## src/rtl/cbp_pkg.sv

```systemverilog
`timescale 1ns / 1ps
// ----------------------------------------------------------------------------
// cbp_pkg
// Shared types, widths, register codes and the microprogram of the cascaded
// balance controller.
// ----------------------------------------------------------------------------
package cbp_pkg;

  // field and datapath widths
  localparam int DATA_W       = 16;
  localparam int DRIVE_W      = 24;
  localparam int INT_W        = 18;
  localparam int OPND_W       = 25;
  localparam int PROD_W       = DATA_W + OPND_W;
  localparam int ACC_W        = 48;
  localparam int STEP_W       = 5;
  localparam int CFG_ADDR_W   = 5;
  localparam int CFG_DATA_W   = 32;

  // loop dividers and their tick counter widths
  localparam int ANGLE_DIVIDE = 5;
  localparam int SPEED_DIVIDE = 50;
  localparam int ANGLE_TICK_W = 3;
  localparam int SPEED_TICK_W = 6;

  // speed integral clamp, +-500.0 in q8.8
  localparam logic signed [INT_W-1:0] INT_LIMIT = 18'sd128000;

  // register reset values
  localparam logic signed [DATA_W-1:0] RST_RATE_KP     = -16'sd678;
  localparam logic signed [DATA_W-1:0] RST_RATE_KD     = -16'sd291;
  localparam logic signed [DATA_W-1:0] RST_ANGLE_KP    = -16'sd3200;
  localparam logic signed [DATA_W-1:0] RST_ANGLE_KD    = -16'sd2048;
  localparam logic signed [DATA_W-1:0] RST_SPEED_KP    = 16'sd6226;
  localparam logic signed [DATA_W-1:0] RST_SPEED_KI    = 16'sd5033;
  localparam logic signed [DATA_W-1:0] RST_UPRIGHT_SET = 16'sd852;

  typedef enum logic [2:0] {
    REG_RATE_KP     = 3'd0,
    REG_RATE_KD     = 3'd1,
    REG_ANGLE_KP    = 3'd2,
    REG_ANGLE_KD    = 3'd3,
    REG_SPEED_KP    = 3'd4,
    REG_SPEED_KI    = 3'd5,
    REG_UPRIGHT_SET = 3'd6
  } reg_idx_t;

  typedef struct packed {
    logic signed [DATA_W-1:0] rate_kp;
    logic signed [DATA_W-1:0] rate_kd;
    logic signed [DATA_W-1:0] angle_kp;
    logic signed [DATA_W-1:0] angle_kd;
    logic signed [DATA_W-1:0] speed_kp;
    logic signed [DATA_W-1:0] speed_ki;
    logic signed [DATA_W-1:0] upright_set;
  } cfg_regs_t;

  // microcode fields
  typedef enum logic [2:0] {
    ALU_NONE,
    ALU_INT,
    ALU_BIAS,
    ALU_ERR,
    ALU_DIFF
  } alu_op_t;

  typedef enum logic [2:0] {
    GAIN_RATE_KP,
    GAIN_RATE_KD,
    GAIN_ANGLE_KP,
    GAIN_ANGLE_KD,
    GAIN_SPEED_KP,
    GAIN_SPEED_KI
  } gain_sel_t;

  typedef enum logic [2:0] {
    OPND_SPEED,
    OPND_INT,
    OPND_T,
    OPND_RATE,
    OPND_ERR
  } opnd_sel_t;

  typedef enum logic [1:0] {
    ACC_NONE,
    ACC_LOAD,
    ACC_LOAD_SH8,
    ACC_ADD
  } acc_op_t;

  typedef enum logic [1:0] {
    WB_NONE,
    WB_SPEED,
    WB_ANGLE,
    WB_DRIVE
  } wb_op_t;

  typedef enum logic [1:0] {
    JMP_NEXT,
    JMP_NO_SPEED,
    JMP_NO_ANGLE
  } jmp_t;

  typedef struct packed {
    alu_op_t           alu;
    logic              mul_en;
    gain_sel_t         gain;
    opnd_sel_t         opnd;
    acc_op_t           acc;
    wb_op_t            wb;
    jmp_t              jmp;
    logic [STEP_W-1:0] target;
    logic              emit;
    logic              updated;
  } ctrl_word_t;

  typedef enum logic {
    SEQ_IDLE,
    SEQ_RUN
  } seq_state_t;

  // program entry points
  localparam logic [STEP_W-1:0] STEP_START = 5'd0;
  localparam logic [STEP_W-1:0] STEP_ANGLE = 5'd6;
  localparam logic [STEP_W-1:0] STEP_RATE  = 5'd12;
  localparam logic [STEP_W-1:0] STEP_EMIT  = 5'd17;

  localparam ctrl_word_t UCODE_NOP = '{
    alu:     ALU_NONE,
    mul_en:  1'b0,
    gain:    GAIN_RATE_KP,
    opnd:    OPND_SPEED,
    acc:     ACC_NONE,
    wb:      WB_NONE,
    jmp:     JMP_NEXT,
    target:  STEP_START,
    emit:    1'b0,
    updated: 1'b0
  };

  // control store: speed loop, angle loop, rate loop, then result
  function automatic ctrl_word_t ucode_rom(input logic [STEP_W-1:0] step);
    ctrl_word_t cw;
    cw = UCODE_NOP;
    unique case (step)
      5'd0: begin
        cw.jmp    = JMP_NO_SPEED;
        cw.target = STEP_ANGLE;
      end
      5'd1: begin
        cw.alu = ALU_INT;
      end
      5'd2: begin
        cw.mul_en = 1'b1;
        cw.gain   = GAIN_SPEED_KP;
        cw.opnd   = OPND_SPEED;
      end
      5'd3: begin
        cw.mul_en = 1'b1;
        cw.gain   = GAIN_SPEED_KI;
        cw.opnd   = OPND_INT;
        cw.acc    = ACC_LOAD_SH8;
      end
      5'd4: begin
        cw.acc = ACC_ADD;
      end
      5'd5: begin
        cw.wb = WB_SPEED;
      end
      5'd6: begin
        cw.jmp    = JMP_NO_ANGLE;
        cw.target = STEP_RATE;
      end
      5'd7: begin
        cw.alu = ALU_BIAS;
      end
      5'd8: begin
        cw.mul_en = 1'b1;
        cw.gain   = GAIN_ANGLE_KP;
        cw.opnd   = OPND_T;
      end
      5'd9: begin
        cw.mul_en = 1'b1;
        cw.gain   = GAIN_ANGLE_KD;
        cw.opnd   = OPND_RATE;
        cw.acc    = ACC_LOAD;
      end
      5'd10: begin
        cw.acc = ACC_ADD;
      end
      5'd11: begin
        cw.wb = WB_ANGLE;
      end
      5'd12: begin
        cw.alu = ALU_ERR;
      end
      5'd13: begin
        cw.alu    = ALU_DIFF;
        cw.mul_en = 1'b1;
        cw.gain   = GAIN_RATE_KP;
        cw.opnd   = OPND_ERR;
      end
      5'd14: begin
        cw.mul_en = 1'b1;
        cw.gain   = GAIN_RATE_KD;
        cw.opnd   = OPND_T;
        cw.acc    = ACC_LOAD;
      end
      5'd15: begin
        cw.acc = ACC_ADD;
      end
      5'd16: begin
        cw.wb = WB_DRIVE;
      end
      5'd17: begin
        cw.emit = 1'b1;
      end
      default: begin
        cw.emit = 1'b1;
      end
    endcase
    return cw;
  endfunction

endpackage

```

## src/rtl/cascaded_balance_pid_core.sv

```systemverilog
`timescale 1ns / 1ps
// ----------------------------------------------------------------------------
// cascaded_balance_pid_core
// Three-loop cascaded balance controller (speed pi, angle p plus rate
// damping, rate pd) in q8.8 fixed point, run by a microcoded sequencer.
// ----------------------------------------------------------------------------
// One request is one control tick. A small control store of eighteen steps
// drives a single 16x25 signed multiplier, a 48-bit accumulator and one
// round-and-saturate unit; the step counter skips the speed section unless
// this is a 50th tick and the angle section unless this is a 5th tick.
// A running tick runs the speed and angle sections when they are due, then
// the rate loop and the result step; a tick with run_enable low goes
// straight to the result step and returns the held drive with
// updated low. The microprogram runs over the shared multiplier, and
// one request is in flight at a time. The result
// sits in an output register so the next request is taken while it waits.
// Gains and the setpoint are written over the cfg_ port at byte address
// 4*index, 16 bits sign-extended on read; change them only while idle.
// ----------------------------------------------------------------------------
module cascaded_balance_pid_core (
  input  logic                               clk,
  input  logic                               rst_n,
  // tick request
  input  logic                               in_valid,
  output logic                               in_stall,
  input  logic signed [cbp_pkg::DATA_W-1:0]  in_roll_angle,
  input  logic signed [cbp_pkg::DATA_W-1:0]  in_roll_rate,
  input  logic signed [cbp_pkg::DATA_W-1:0]  in_wheel_speed,
  input  logic                               in_run_enable,
  // drive result
  output logic                               out_valid,
  input  logic                               out_stall,
  output logic signed [cbp_pkg::DRIVE_W-1:0] out_drive,
  output logic                               out_updated,
  // configuration port
  input  logic                               cfg_psel,
  input  logic                               cfg_penable,
  input  logic                               cfg_pwrite,
  input  logic [cbp_pkg::CFG_ADDR_W-1:0]     cfg_paddr,
  input  logic [cbp_pkg::CFG_DATA_W-1:0]     cfg_pwdata,
  output logic [cbp_pkg::CFG_DATA_W-1:0]     cfg_prdata,
  output logic                               cfg_pready
);
  import cbp_pkg::*;

  cfg_regs_t  cfg;
  ctrl_word_t ctrl;
  logic       in_load;

  // gains and setpoint
  cbp_cfg_regs u_cfg (
    .clk         (clk),
    .rst_n       (rst_n),
    .cfg_psel    (cfg_psel),
    .cfg_penable (cfg_penable),
    .cfg_pwrite  (cfg_pwrite),
    .cfg_paddr   (cfg_paddr),
    .cfg_pwdata  (cfg_pwdata),
    .cfg_prdata  (cfg_prdata),
    .cfg_pready  (cfg_pready),
    .cfg         (cfg)
  );

  // step counter, control store and tick dividers
  cbp_sequencer u_seq (
    .clk           (clk),
    .rst_n         (rst_n),
    .in_valid      (in_valid),
    .in_run_enable (in_run_enable),
    .in_stall      (in_stall),
    .in_load       (in_load),
    .out_valid     (out_valid),
    .out_stall     (out_stall),
    .ctrl          (ctrl)
  );

  // shared multiply-accumulate datapath and loop state
  cbp_datapath u_dp (
    .clk            (clk),
    .rst_n          (rst_n),
    .in_load        (in_load),
    .in_roll_angle  (in_roll_angle),
    .in_roll_rate   (in_roll_rate),
    .in_wheel_speed (in_wheel_speed),
    .cfg            (cfg),
    .ctrl           (ctrl),
    .out_stall      (out_stall),
    .out_valid      (out_valid),
    .out_drive      (out_drive),
    .out_updated    (out_updated)
  );

endmodule

```

## src/rtl/cbp_cfg_regs.sv

```systemverilog
`timescale 1ns / 1ps
// ----------------------------------------------------------------------------
// cbp_cfg_regs
// Register bank for loop gains and setpoint, written and read over an
// apb-style port.
// ----------------------------------------------------------------------------
module cbp_cfg_regs (
  input  logic                            clk,
  input  logic                            rst_n,
  input  logic                            cfg_psel,
  input  logic                            cfg_penable,
  input  logic                            cfg_pwrite,
  input  logic [cbp_pkg::CFG_ADDR_W-1:0]  cfg_paddr,
  input  logic [cbp_pkg::CFG_DATA_W-1:0]  cfg_pwdata,
  output logic [cbp_pkg::CFG_DATA_W-1:0]  cfg_prdata,
  output logic                            cfg_pready,
  output cbp_pkg::cfg_regs_t              cfg
);
  import cbp_pkg::*;

  cfg_regs_t                regs_r;
  cfg_regs_t                regs_nxt;
  logic                     wr_en;
  reg_idx_t                 idx;
  logic signed [DATA_W-1:0] wdata;
  logic signed [DATA_W-1:0] rdata;

  assign wr_en      = cfg_psel && cfg_penable && cfg_pwrite;
  assign idx        = reg_idx_t'(cfg_paddr[CFG_ADDR_W-1:2]);
  assign wdata      = cfg_pwdata[DATA_W-1:0];
  assign cfg_pready = 1'b1;
  assign cfg        = regs_r;

  always_comb begin
    regs_nxt = regs_r;
    if (wr_en) begin
      unique case (idx)
        REG_RATE_KP:     regs_nxt.rate_kp     = wdata;
        REG_RATE_KD:     regs_nxt.rate_kd     = wdata;
        REG_ANGLE_KP:    regs_nxt.angle_kp    = wdata;
        REG_ANGLE_KD:    regs_nxt.angle_kd    = wdata;
        REG_SPEED_KP:    regs_nxt.speed_kp    = wdata;
        REG_SPEED_KI:    regs_nxt.speed_ki    = wdata;
        REG_UPRIGHT_SET: regs_nxt.upright_set = wdata;
        default:         regs_nxt             = regs_r;
      endcase
    end
  end

  always_comb begin
    unique case (idx)
      REG_RATE_KP:     rdata = regs_r.rate_kp;
      REG_RATE_KD:     rdata = regs_r.rate_kd;
      REG_ANGLE_KP:    rdata = regs_r.angle_kp;
      REG_ANGLE_KD:    rdata = regs_r.angle_kd;
      REG_SPEED_KP:    rdata = regs_r.speed_kp;
      REG_SPEED_KI:    rdata = regs_r.speed_ki;
      REG_UPRIGHT_SET: rdata = regs_r.upright_set;
      default:         rdata = '0;
    endcase
    cfg_prdata = CFG_DATA_W'(rdata);
  end

  always_ff @(posedge clk) begin
    if (!rst_n) begin
      regs_r.rate_kp     <= RST_RATE_KP;
      regs_r.rate_kd     <= RST_RATE_KD;
      regs_r.angle_kp    <= RST_ANGLE_KP;
      regs_r.angle_kd    <= RST_ANGLE_KD;
      regs_r.speed_kp    <= RST_SPEED_KP;
      regs_r.speed_ki    <= RST_SPEED_KI;
      regs_r.upright_set <= RST_UPRIGHT_SET;
    end else begin
      regs_r <= regs_nxt;
    end
  end

endmodule

```

## src/rtl/cbp_sequencer.sv

```systemverilog
`timescale 1ns / 1ps
// ----------------------------------------------------------------------------
// cbp_sequencer
// Step counter over the control store, loop tick counters and the request
// handshake on the input side.
// ----------------------------------------------------------------------------
module cbp_sequencer (
  input  logic                clk,
  input  logic                rst_n,
  input  logic                in_valid,
  input  logic                in_run_enable,
  output logic                in_stall,
  output logic                in_load,
  input  logic                out_valid,
  input  logic                out_stall,
  output cbp_pkg::ctrl_word_t ctrl
);
  import cbp_pkg::*;

  seq_state_t              state_r;
  seq_state_t              state_nxt;
  logic [STEP_W-1:0]       step_r;
  logic [STEP_W-1:0]       step_nxt;
  logic [ANGLE_TICK_W-1:0] angle_tick_r;
  logic [ANGLE_TICK_W-1:0] angle_tick_nxt;
  logic [SPEED_TICK_W-1:0] speed_tick_r;
  logic [SPEED_TICK_W-1:0] speed_tick_nxt;
  logic                    angle_go_r;
  logic                    angle_go_nxt;
  logic                    speed_go_r;
  logic                    speed_go_nxt;
  logic                    run_r;
  logic [ANGLE_TICK_W-1:0] angle_inc;
  logic [SPEED_TICK_W-1:0] speed_inc;
  ctrl_word_t              rom_word;
  logic                    out_free;
  logic                    fire;

  localparam logic [ANGLE_TICK_W-1:0] ANGLE_DIV = ANGLE_TICK_W'(ANGLE_DIVIDE);
  localparam logic [SPEED_TICK_W-1:0] SPEED_DIV = SPEED_TICK_W'(SPEED_DIVIDE);

  assign rom_word = ucode_rom(step_r);
  assign out_free = !out_valid || !out_stall;
  assign fire     = (state_r == SEQ_RUN) && rom_word.emit && out_free;
  assign in_load  = in_valid && (state_r == SEQ_IDLE);

  // tick counters saturate at their divider, a running loop clears its own
  always_comb begin
    angle_inc      = (angle_tick_r < ANGLE_DIV) ? angle_tick_r + 1'b1 : angle_tick_r;
    speed_inc      = (speed_tick_r < SPEED_DIV) ? speed_tick_r + 1'b1 : speed_tick_r;
    angle_go_nxt   = in_run_enable && (angle_inc == ANGLE_DIV);
    speed_go_nxt   = in_run_enable && (speed_inc == SPEED_DIV);
    angle_tick_nxt = angle_go_nxt ? '0 : angle_inc;
    speed_tick_nxt = speed_go_nxt ? '0 : speed_inc;
  end

  always_comb begin
    state_nxt = state_r;
    unique case (state_r)
      SEQ_IDLE: if (in_load) state_nxt = SEQ_RUN;
      SEQ_RUN:  if (fire)    state_nxt = SEQ_IDLE;
      default:  state_nxt = SEQ_IDLE;
    endcase
  end

  always_comb begin
    in_stall     = (state_r != SEQ_IDLE);
    ctrl         = (state_r == SEQ_RUN) ? rom_word : UCODE_NOP;
    ctrl.emit    = fire;
    ctrl.updated = run_r;
  end

  always_comb begin
    step_nxt = step_r;
    priority if (in_load) begin
      step_nxt = in_run_enable ? STEP_START : STEP_EMIT;
    end else if (state_r == SEQ_RUN && !rom_word.emit) begin
      unique case (rom_word.jmp)
        JMP_NEXT:     step_nxt = step_r + 1'b1;
        JMP_NO_SPEED: step_nxt = speed_go_r ? step_r + 1'b1 : rom_word.target;
        JMP_NO_ANGLE: step_nxt = angle_go_r ? step_r + 1'b1 : rom_word.target;
        default:      step_nxt = STEP_EMIT;
      endcase
    end
  end

  always_ff @(posedge clk) begin
    if (!rst_n) begin
      state_r      <= SEQ_IDLE;
      step_r       <= STEP_START;
      angle_tick_r <= '0;
      speed_tick_r <= '0;
      angle_go_r   <= 1'b0;
      speed_go_r   <= 1'b0;
      run_r        <= 1'b0;
    end else begin
      state_r <= state_nxt;
      step_r  <= step_nxt;
      if (in_load) begin
        angle_tick_r <= angle_tick_nxt;
        speed_tick_r <= speed_tick_nxt;
        angle_go_r   <= angle_go_nxt;
        speed_go_r   <= speed_go_nxt;
        run_r        <= in_run_enable;
      end
    end
  end

  a_ticks_bounded: assert property (@(posedge clk) disable iff (!rst_n)
    (angle_tick_r <= ANGLE_DIV) && (speed_tick_r <= SPEED_DIV))
    else $error("tick counter beyond its divider");

  a_load_starts_run: assert property (@(posedge clk) disable iff (!rst_n)
    in_load |=> (state_r == SEQ_RUN))
    else $error("accepted request did not start the program");

  a_step_in_program: assert property (@(posedge clk) disable iff (!rst_n)
    (state_r == SEQ_RUN) |-> (step_r <= STEP_EMIT))
    else $error("step counter left the program");

endmodule

```

## src/rtl/cbp_datapath.sv

```systemverilog
`timescale 1ns / 1ps
// ----------------------------------------------------------------------------
// cbp_datapath
// Shared multiplier, accumulator, rounding and saturation, loop state and
// the result register.
// ----------------------------------------------------------------------------
module cbp_datapath (
  input  logic                               clk,
  input  logic                               rst_n,
  input  logic                               in_load,
  input  logic signed [cbp_pkg::DATA_W-1:0]  in_roll_angle,
  input  logic signed [cbp_pkg::DATA_W-1:0]  in_roll_rate,
  input  logic signed [cbp_pkg::DATA_W-1:0]  in_wheel_speed,
  input  cbp_pkg::cfg_regs_t                 cfg,
  input  cbp_pkg::ctrl_word_t                ctrl,
  input  logic                               out_stall,
  output logic                               out_valid,
  output logic signed [cbp_pkg::DRIVE_W-1:0] out_drive,
  output logic                               out_updated
);
  import cbp_pkg::*;

  localparam logic signed [ACC_W-1:0] HALF8     = ACC_W'(128);
  localparam logic signed [ACC_W-1:0] HALF24    = ACC_W'(8388608);
  localparam logic signed [ACC_W-1:0] MAX16     = ACC_W'(32767);
  localparam logic signed [ACC_W-1:0] MIN16     = -ACC_W'(32768);
  localparam logic signed [ACC_W-1:0] MAX24     = ACC_W'(8388607);
  localparam logic signed [ACC_W-1:0] MIN24     = -ACC_W'(8388608);
  localparam logic signed [OPND_W-1:0] ERR_MAX  = OPND_W'(8388607);
  localparam logic signed [OPND_W-1:0] ERR_MIN  = -OPND_W'(8388608);

  // captured request
  logic signed [DATA_W-1:0]  angle_r;
  logic signed [DATA_W-1:0]  rate_r;
  logic signed [DATA_W-1:0]  speed_r;

  // loop state
  logic signed [INT_W-1:0]   integral_r;
  logic signed [INT_W-1:0]   integral_nxt;
  logic signed [DATA_W-1:0]  speed_out_r;
  logic signed [DRIVE_W-1:0] angle_out_r;
  logic signed [DRIVE_W-1:0] last_err_r;
  logic signed [DRIVE_W-1:0] drive_hold_r;

  // working registers
  logic signed [DRIVE_W-1:0] err_r;
  logic signed [DRIVE_W-1:0] err_nxt;
  logic signed [OPND_W-1:0]  t_r;
  logic signed [OPND_W-1:0]  t_nxt;
  logic signed [PROD_W-1:0]  prod_r;
  logic signed [PROD_W-1:0]  prod_nxt;
  logic signed [ACC_W-1:0]   acc_r;
  logic signed [ACC_W-1:0]   acc_nxt;

  logic                      out_valid_r;
  logic                      out_valid_nxt;
  logic signed [DRIVE_W-1:0] out_drive_r;
  logic                      out_updated_r;

  logic signed [DATA_W-1:0]  gain_a;
  logic signed [OPND_W-1:0]  opnd_b;
  logic signed [INT_W:0]     int_sum;
  logic signed [OPND_W-1:0]  err_raw;
  logic signed [ACC_W-1:0]   prod_ext;
  logic signed [ACC_W-1:0]   rnd_sum;
  logic signed [ACC_W-1:0]   rnd;
  logic signed [DATA_W-1:0]  rnd_sat16;
  logic signed [DRIVE_W-1:0] rnd_sat24;

  assign out_valid   = out_valid_r;
  assign out_drive   = out_drive_r;
  assign out_updated = out_updated_r;

  // multiplier operands
  always_comb begin
    unique case (ctrl.gain)
      GAIN_RATE_KP:  gain_a = cfg.rate_kp;
      GAIN_RATE_KD:  gain_a = cfg.rate_kd;
      GAIN_ANGLE_KP: gain_a = cfg.angle_kp;
      GAIN_ANGLE_KD: gain_a = cfg.angle_kd;
      GAIN_SPEED_KP: gain_a = cfg.speed_kp;
      GAIN_SPEED_KI: gain_a = cfg.speed_ki;
      default:       gain_a = '0;
    endcase
    unique case (ctrl.opnd)
      OPND_SPEED: opnd_b = OPND_W'(speed_r);
      OPND_INT:   opnd_b = OPND_W'(integral_r);
      OPND_T:     opnd_b = t_r;
      OPND_RATE:  opnd_b = OPND_W'(rate_r);
      OPND_ERR:   opnd_b = OPND_W'(err_r);
      default:    opnd_b = '0;
    endcase
    prod_nxt = PROD_W'(gain_a) * PROD_W'(opnd_b);
  end

  // pre-multiply arithmetic
  always_comb begin
    int_sum = (INT_W+1)'(integral_r) + (INT_W+1)'(speed_r);
    if (int_sum > (INT_W+1)'(INT_LIMIT)) begin
      integral_nxt = INT_LIMIT;
    end else if (int_sum < -(INT_W+1)'(INT_LIMIT)) begin
      integral_nxt = -INT_LIMIT;
    end else begin
      integral_nxt = int_sum[INT_W-1:0];
    end

    err_raw = OPND_W'(rate_r) - OPND_W'(angle_out_r);
    if (err_raw > ERR_MAX) begin
      err_nxt = ERR_MAX[DRIVE_W-1:0];
    end else if (err_raw < ERR_MIN) begin
      err_nxt = ERR_MIN[DRIVE_W-1:0];
    end else begin
      err_nxt = err_raw[DRIVE_W-1:0];
    end

    if (ctrl.alu == ALU_BIAS) begin
      t_nxt = OPND_W'(angle_r) - OPND_W'(cfg.upright_set) - OPND_W'(speed_out_r);
    end else begin
      t_nxt = OPND_W'(err_r) - OPND_W'(last_err_r);
    end
  end

  // accumulator
  always_comb begin
    prod_ext = ACC_W'(prod_r);
    unique case (ctrl.acc)
      ACC_NONE:     acc_nxt = acc_r;
      ACC_LOAD:     acc_nxt = prod_ext;
      ACC_LOAD_SH8: acc_nxt = prod_ext <<< 8;
      ACC_ADD:      acc_nxt = acc_r + prod_ext;
      default:      acc_nxt = acc_r;
    endcase
  end

  // round half up, then saturate
  always_comb begin
    rnd_sum = acc_r + ((ctrl.wb == WB_SPEED) ? HALF24 : HALF8);
    rnd     = (ctrl.wb == WB_SPEED) ? (rnd_sum >>> 24) : (rnd_sum >>> 8);
    if (rnd > MAX16) begin
      rnd_sat16 = MAX16[DATA_W-1:0];
    end else if (rnd < MIN16) begin
      rnd_sat16 = MIN16[DATA_W-1:0];
    end else begin
      rnd_sat16 = rnd[DATA_W-1:0];
    end
    if (rnd > MAX24) begin
      rnd_sat24 = MAX24[DRIVE_W-1:0];
    end else if (rnd < MIN24) begin
      rnd_sat24 = MIN24[DRIVE_W-1:0];
    end else begin
      rnd_sat24 = rnd[DRIVE_W-1:0];
    end
  end

  always_comb begin
    out_valid_nxt = out_valid_r;
    priority if (ctrl.emit) begin
      out_valid_nxt = 1'b1;
    end else if (out_valid_r && !out_stall) begin
      out_valid_nxt = 1'b0;
    end
  end

  // payload registers
  always_ff @(posedge clk) begin
    if (in_load) begin
      angle_r <= in_roll_angle;
      rate_r  <= in_roll_rate;
      speed_r <= in_wheel_speed;
    end
    if (ctrl.alu == ALU_BIAS || ctrl.alu == ALU_DIFF) begin
      t_r <= t_nxt;
    end
    if (ctrl.alu == ALU_ERR) begin
      err_r <= err_nxt;
    end
    if (ctrl.mul_en) begin
      prod_r <= prod_nxt;
    end
    acc_r <= acc_nxt;
    if (ctrl.emit) begin
      out_drive_r   <= drive_hold_r;
      out_updated_r <= ctrl.updated;
    end
  end

  // loop state and result handshake
  always_ff @(posedge clk) begin
    if (!rst_n) begin
      integral_r   <= '0;
      speed_out_r  <= '0;
      angle_out_r  <= '0;
      last_err_r   <= '0;
      drive_hold_r <= '0;
      out_valid_r  <= 1'b0;
    end else begin
      out_valid_r <= out_valid_nxt;
      if (ctrl.alu == ALU_INT) begin
        integral_r <= integral_nxt;
      end
      unique case (ctrl.wb)
        WB_NONE:  ;
        WB_SPEED: speed_out_r <= rnd_sat16;
        WB_ANGLE: angle_out_r <= rnd_sat24;
        WB_DRIVE: begin
          drive_hold_r <= rnd_sat24;
          last_err_r   <= err_r;
        end
        default:  ;
      endcase
    end
  end

  a_integral_clamped: assert property (@(posedge clk) disable iff (!rst_n)
    (integral_r <= INT_LIMIT) && (integral_r >= -INT_LIMIT))
    else $error("speed integral outside its clamp");

  a_err_kept: assert property (@(posedge clk) disable iff (!rst_n)
    (ctrl.wb == WB_DRIVE) |=> (last_err_r == $past(err_r)))
    else $error("rate error not carried to the next tick");

  a_emit_shows: assert property (@(posedge clk) disable iff (!rst_n)
    ctrl.emit |=> (out_valid_r && out_drive_r == $past(drive_hold_r)))
    else $error("result register missed the drive value");

endmodule
```

## config.mk

```make
export PLATFORM = sky130hd
export DESIGN_NAME = cascaded_balance_pid_core
export DESIGN_NICKNAME = d
export VERILOG_FILES = /design/src/rtl/cbp_pkg.sv /design/src/rtl/cascaded_balance_pid_core.sv /design/src/rtl/cbp_cfg_regs.sv /design/src/rtl/cbp_sequencer.sv /design/src/rtl/cbp_datapath.sv
export SDC_FILE = /design/constraint.sdc
export NUM_CORES = 2
export LEC_CHECK = 0
export BUFFER_PORTS_ARGS = -buffer_cell sky130_fd_sc_hd__buf_2
export CORE_ASPECT_RATIO = 1.25
export CORE_UTILIZATION = 69
export CTS_BUF_LIST = sky130_fd_sc_hd__clkbuf_16
export DETAILED_ROUTE_END_ITERATION = 6
export PLACE_DENSITY = 0.87
export SKIP_LAST_GASP = 1
export SLEW_MARGIN = 20
export SYNTH_ARGS = -nofsm -noshare
export SYNTH_HDL_FRONTEND = slang
export SYNTH_HIERARCHICAL = 1
export SYNTH_SLANG_ARGS = --single-unit
export TNS_END_PERCENT = 30
```

## constraint.sdc

```tcl
create_clock -name clk -period 26.5 [get_ports clk]
set_input_delay 2.65 -clock clk [delete_from_list [all_inputs] [get_ports clk]]
set_output_delay 2.65 -clock clk [all_outputs]
set_load 0.005 [all_outputs]
```

==> impl_metrics.csv <==
group,metric,value,unit
clocking,cts_resized,0,
synth,yosysWarnings,6,
worst_setup_path,path_common_cell,"fa_1",
detailed_routing,met1_length,43400,um
die,rows,100,
final_layout,final_layout_size_suffix_gt1_share,8.67,%
sta,hold_viol,0,
sta,worst_clock_skew,0.0305,ns
global_routing,grt-ovfl-total,0,
clocking,numClockSinks,448,
sta,setup_viol,0,
sta,tightestPinTransition,1.17,ns
synth,synth_fp_nets,5366,
detailed_routing,wl_met2,57400,um
worst_setup_path,worst_path_largest_cell_delay,0.97,ns
clocking,cts-hold-fix-buffers,0,
worst_setup_path,reg2regPathDepth,32,
worst_setup_path,cp_data_required_time,26.83,ns
final_layout,fin_area,44600,um2
placement,port_buffers,133,
sta,holdWs,0.432,ns
detailed_routing,via_per_inst,6.52,
placement,dp.final_hpwl,91900,um
worst_setup_path,critPathArrivalTime,12.58,ns
detailed_routing,routed.top_layer,"met4",
hold_path,holdPathStages,0,
sta,min_period_over_period,46.2,%
clocking,cts.path.max_buffers,3,
die,start_util,70.1,%
sta,slew_viol_final,0,
sta,max_slew_margin,22.1,%
global_routing,grt_start_max_net_pins,92,
detailed_routing,wl_met3,13200,um
worst_setup_path,cp-start-kind,"flop",
hold_path,hp-class,"reg2reg",
detailed_routing,wl_per_cell,22.8,um
clocking,numCtsBuffers,48,
sta,finalCriticalPeriod,12.24,ns
final_layout,fin_nets,5360,
synth,synth_area,41900,um2
die,die_area,61800,um2
worst_setup_path,crit_type,"reg2reg",
global_routing,grtUsageTotal,40.5,%
status,status,"complete, no violations",
clocking,insertion_delay,0.63,ns
placement,dpl_cell_area,43000,um2
global_routing,first_global_vias,35900,
clocking,root_buffer,"clkbuf_16",
die,pin_count,153,
worst_setup_path,crit_fanout,58,
final_layout,final_cell_mix,"639 x inv_1, 512 x nand2_1, 409 x fa_1",
worst_setup_path,cp-end-kind,"flop",
global_routing,grt_pass1_wl,194000,um
die,die_x,223,um
placement,gp_congestion,0.953,
detailed_routing,drc_errors,0,
clocking,cts_tree,"yes",
run,maxCapViolCount,0,
clocking,clk_pin_slew,0.06,ns
final_layout,area_delta_synth_final,6.31,%
die,core,59800,um2
detailed_routing,antenna_left,0,
sta,rsz0062_at_grt,"no",
synth,synthCells,4626,
die,fp.dieH,278,um
sta,tns,0,ns
synth,syn_area_per_cell,9.07,um2
worst_setup_path,cp_slowest_cell,"dfxtp_1",
clocking,post_cts_buffers,0,
detailed_routing,via_count,35400,
clocking,h-tree-depth,2,
detailed_routing,routed_wl,124000,um
final_layout,postLayoutCoreUtil,74.6,%
final_layout,layout_commonest_cell,"inv_1",
detailed_routing,drt_iter0_drc,3864,
global_routing,grt_antenna_before_repair,0,
sta,fmax,0.0817,GHz
detailed_routing,firstDrtPassIters,7,
[per-layer routing]
metal  track usage (%)  vias up
met5                 0        -
met4              28.1        0
met3              8.88      615
met2              65.6     2234
met1              48.0    17000
li1                  -    15500
[per-stage QoR]
step           instances  worst slack (ns)
2_1_floorplan       4626             16.96
3_5_place_dp        5335             14.50
6_report            5426             14.26
5_1_grt             5425             13.92
3_3_place_gp        5335             14.69
4_1_cts             5425             14.44
[critical path: cells and delay by family, from the launching register on]
family | cells | cell delay, ns
AO/OA/AOI/OAI | 10 | 3.09
XOR/XNOR | 1 | 0.49
adder cells (fa/ha/maj) | 7 | 3.84
buffers and inverters | 6 | 1.52
flip-flops | 1 | 0.97
AND/OR/NAND/NOR | 8 | 2.01
[registers in the layout (all words and copies together), names as in the netlist, 3 cells and up]
signal,cells
u_dp/prod_r,41
u_seq/speed_tick_r,6
u_dp/drive_hold_r,24
u_dp/rate_r,16
u_dp/out_drive,24
u_dp/angle_r,16
u_seq/angle_tick_r,3
u_dp/speed_out_r,16
u_dp/t_r,25
u_dp/last_err_r,24
u_seq/step_r,5
u_dp/speed_r,16
u_dp/integral_r,18
u_cfg/cfg,112
u_dp/acc_r,48
u_dp/err_r,24
u_dp/angle_out_r,24
[layout make-up]
class	count	area [um2]
antenna	1	2.50
clock buffer	49	1230
clock inverter	41	357
fill	4205	15200
inverter	638	2390
multi-input combinational	3305	27600
sequential	448	11100
tap	765	957
timing repair buffer	179	1020
[path summary, 6_finish.rpt]
| path | slack (ns) | end | from |
|---|---|---|---|
| setup / recovery | 14.26 | u_dp/prod_r[40] | u_seq/step_r[2] |
| hold / removal | 0.43 | u_dp/out_drive[4] | u_dp/drive_hold_r[4] |
| hold reg to reg | 0.43 | u_dp/out_drive[4] | u_dp/drive_hold_r[4] |
| setup reg to reg | 14.26 | u_dp/prod_r[40] | u_seq/step_r[2] |
Power is left out: the tool's default activity adds up to more than one toggle a clock period on the data nets, which glitch-free logic cannot reach.
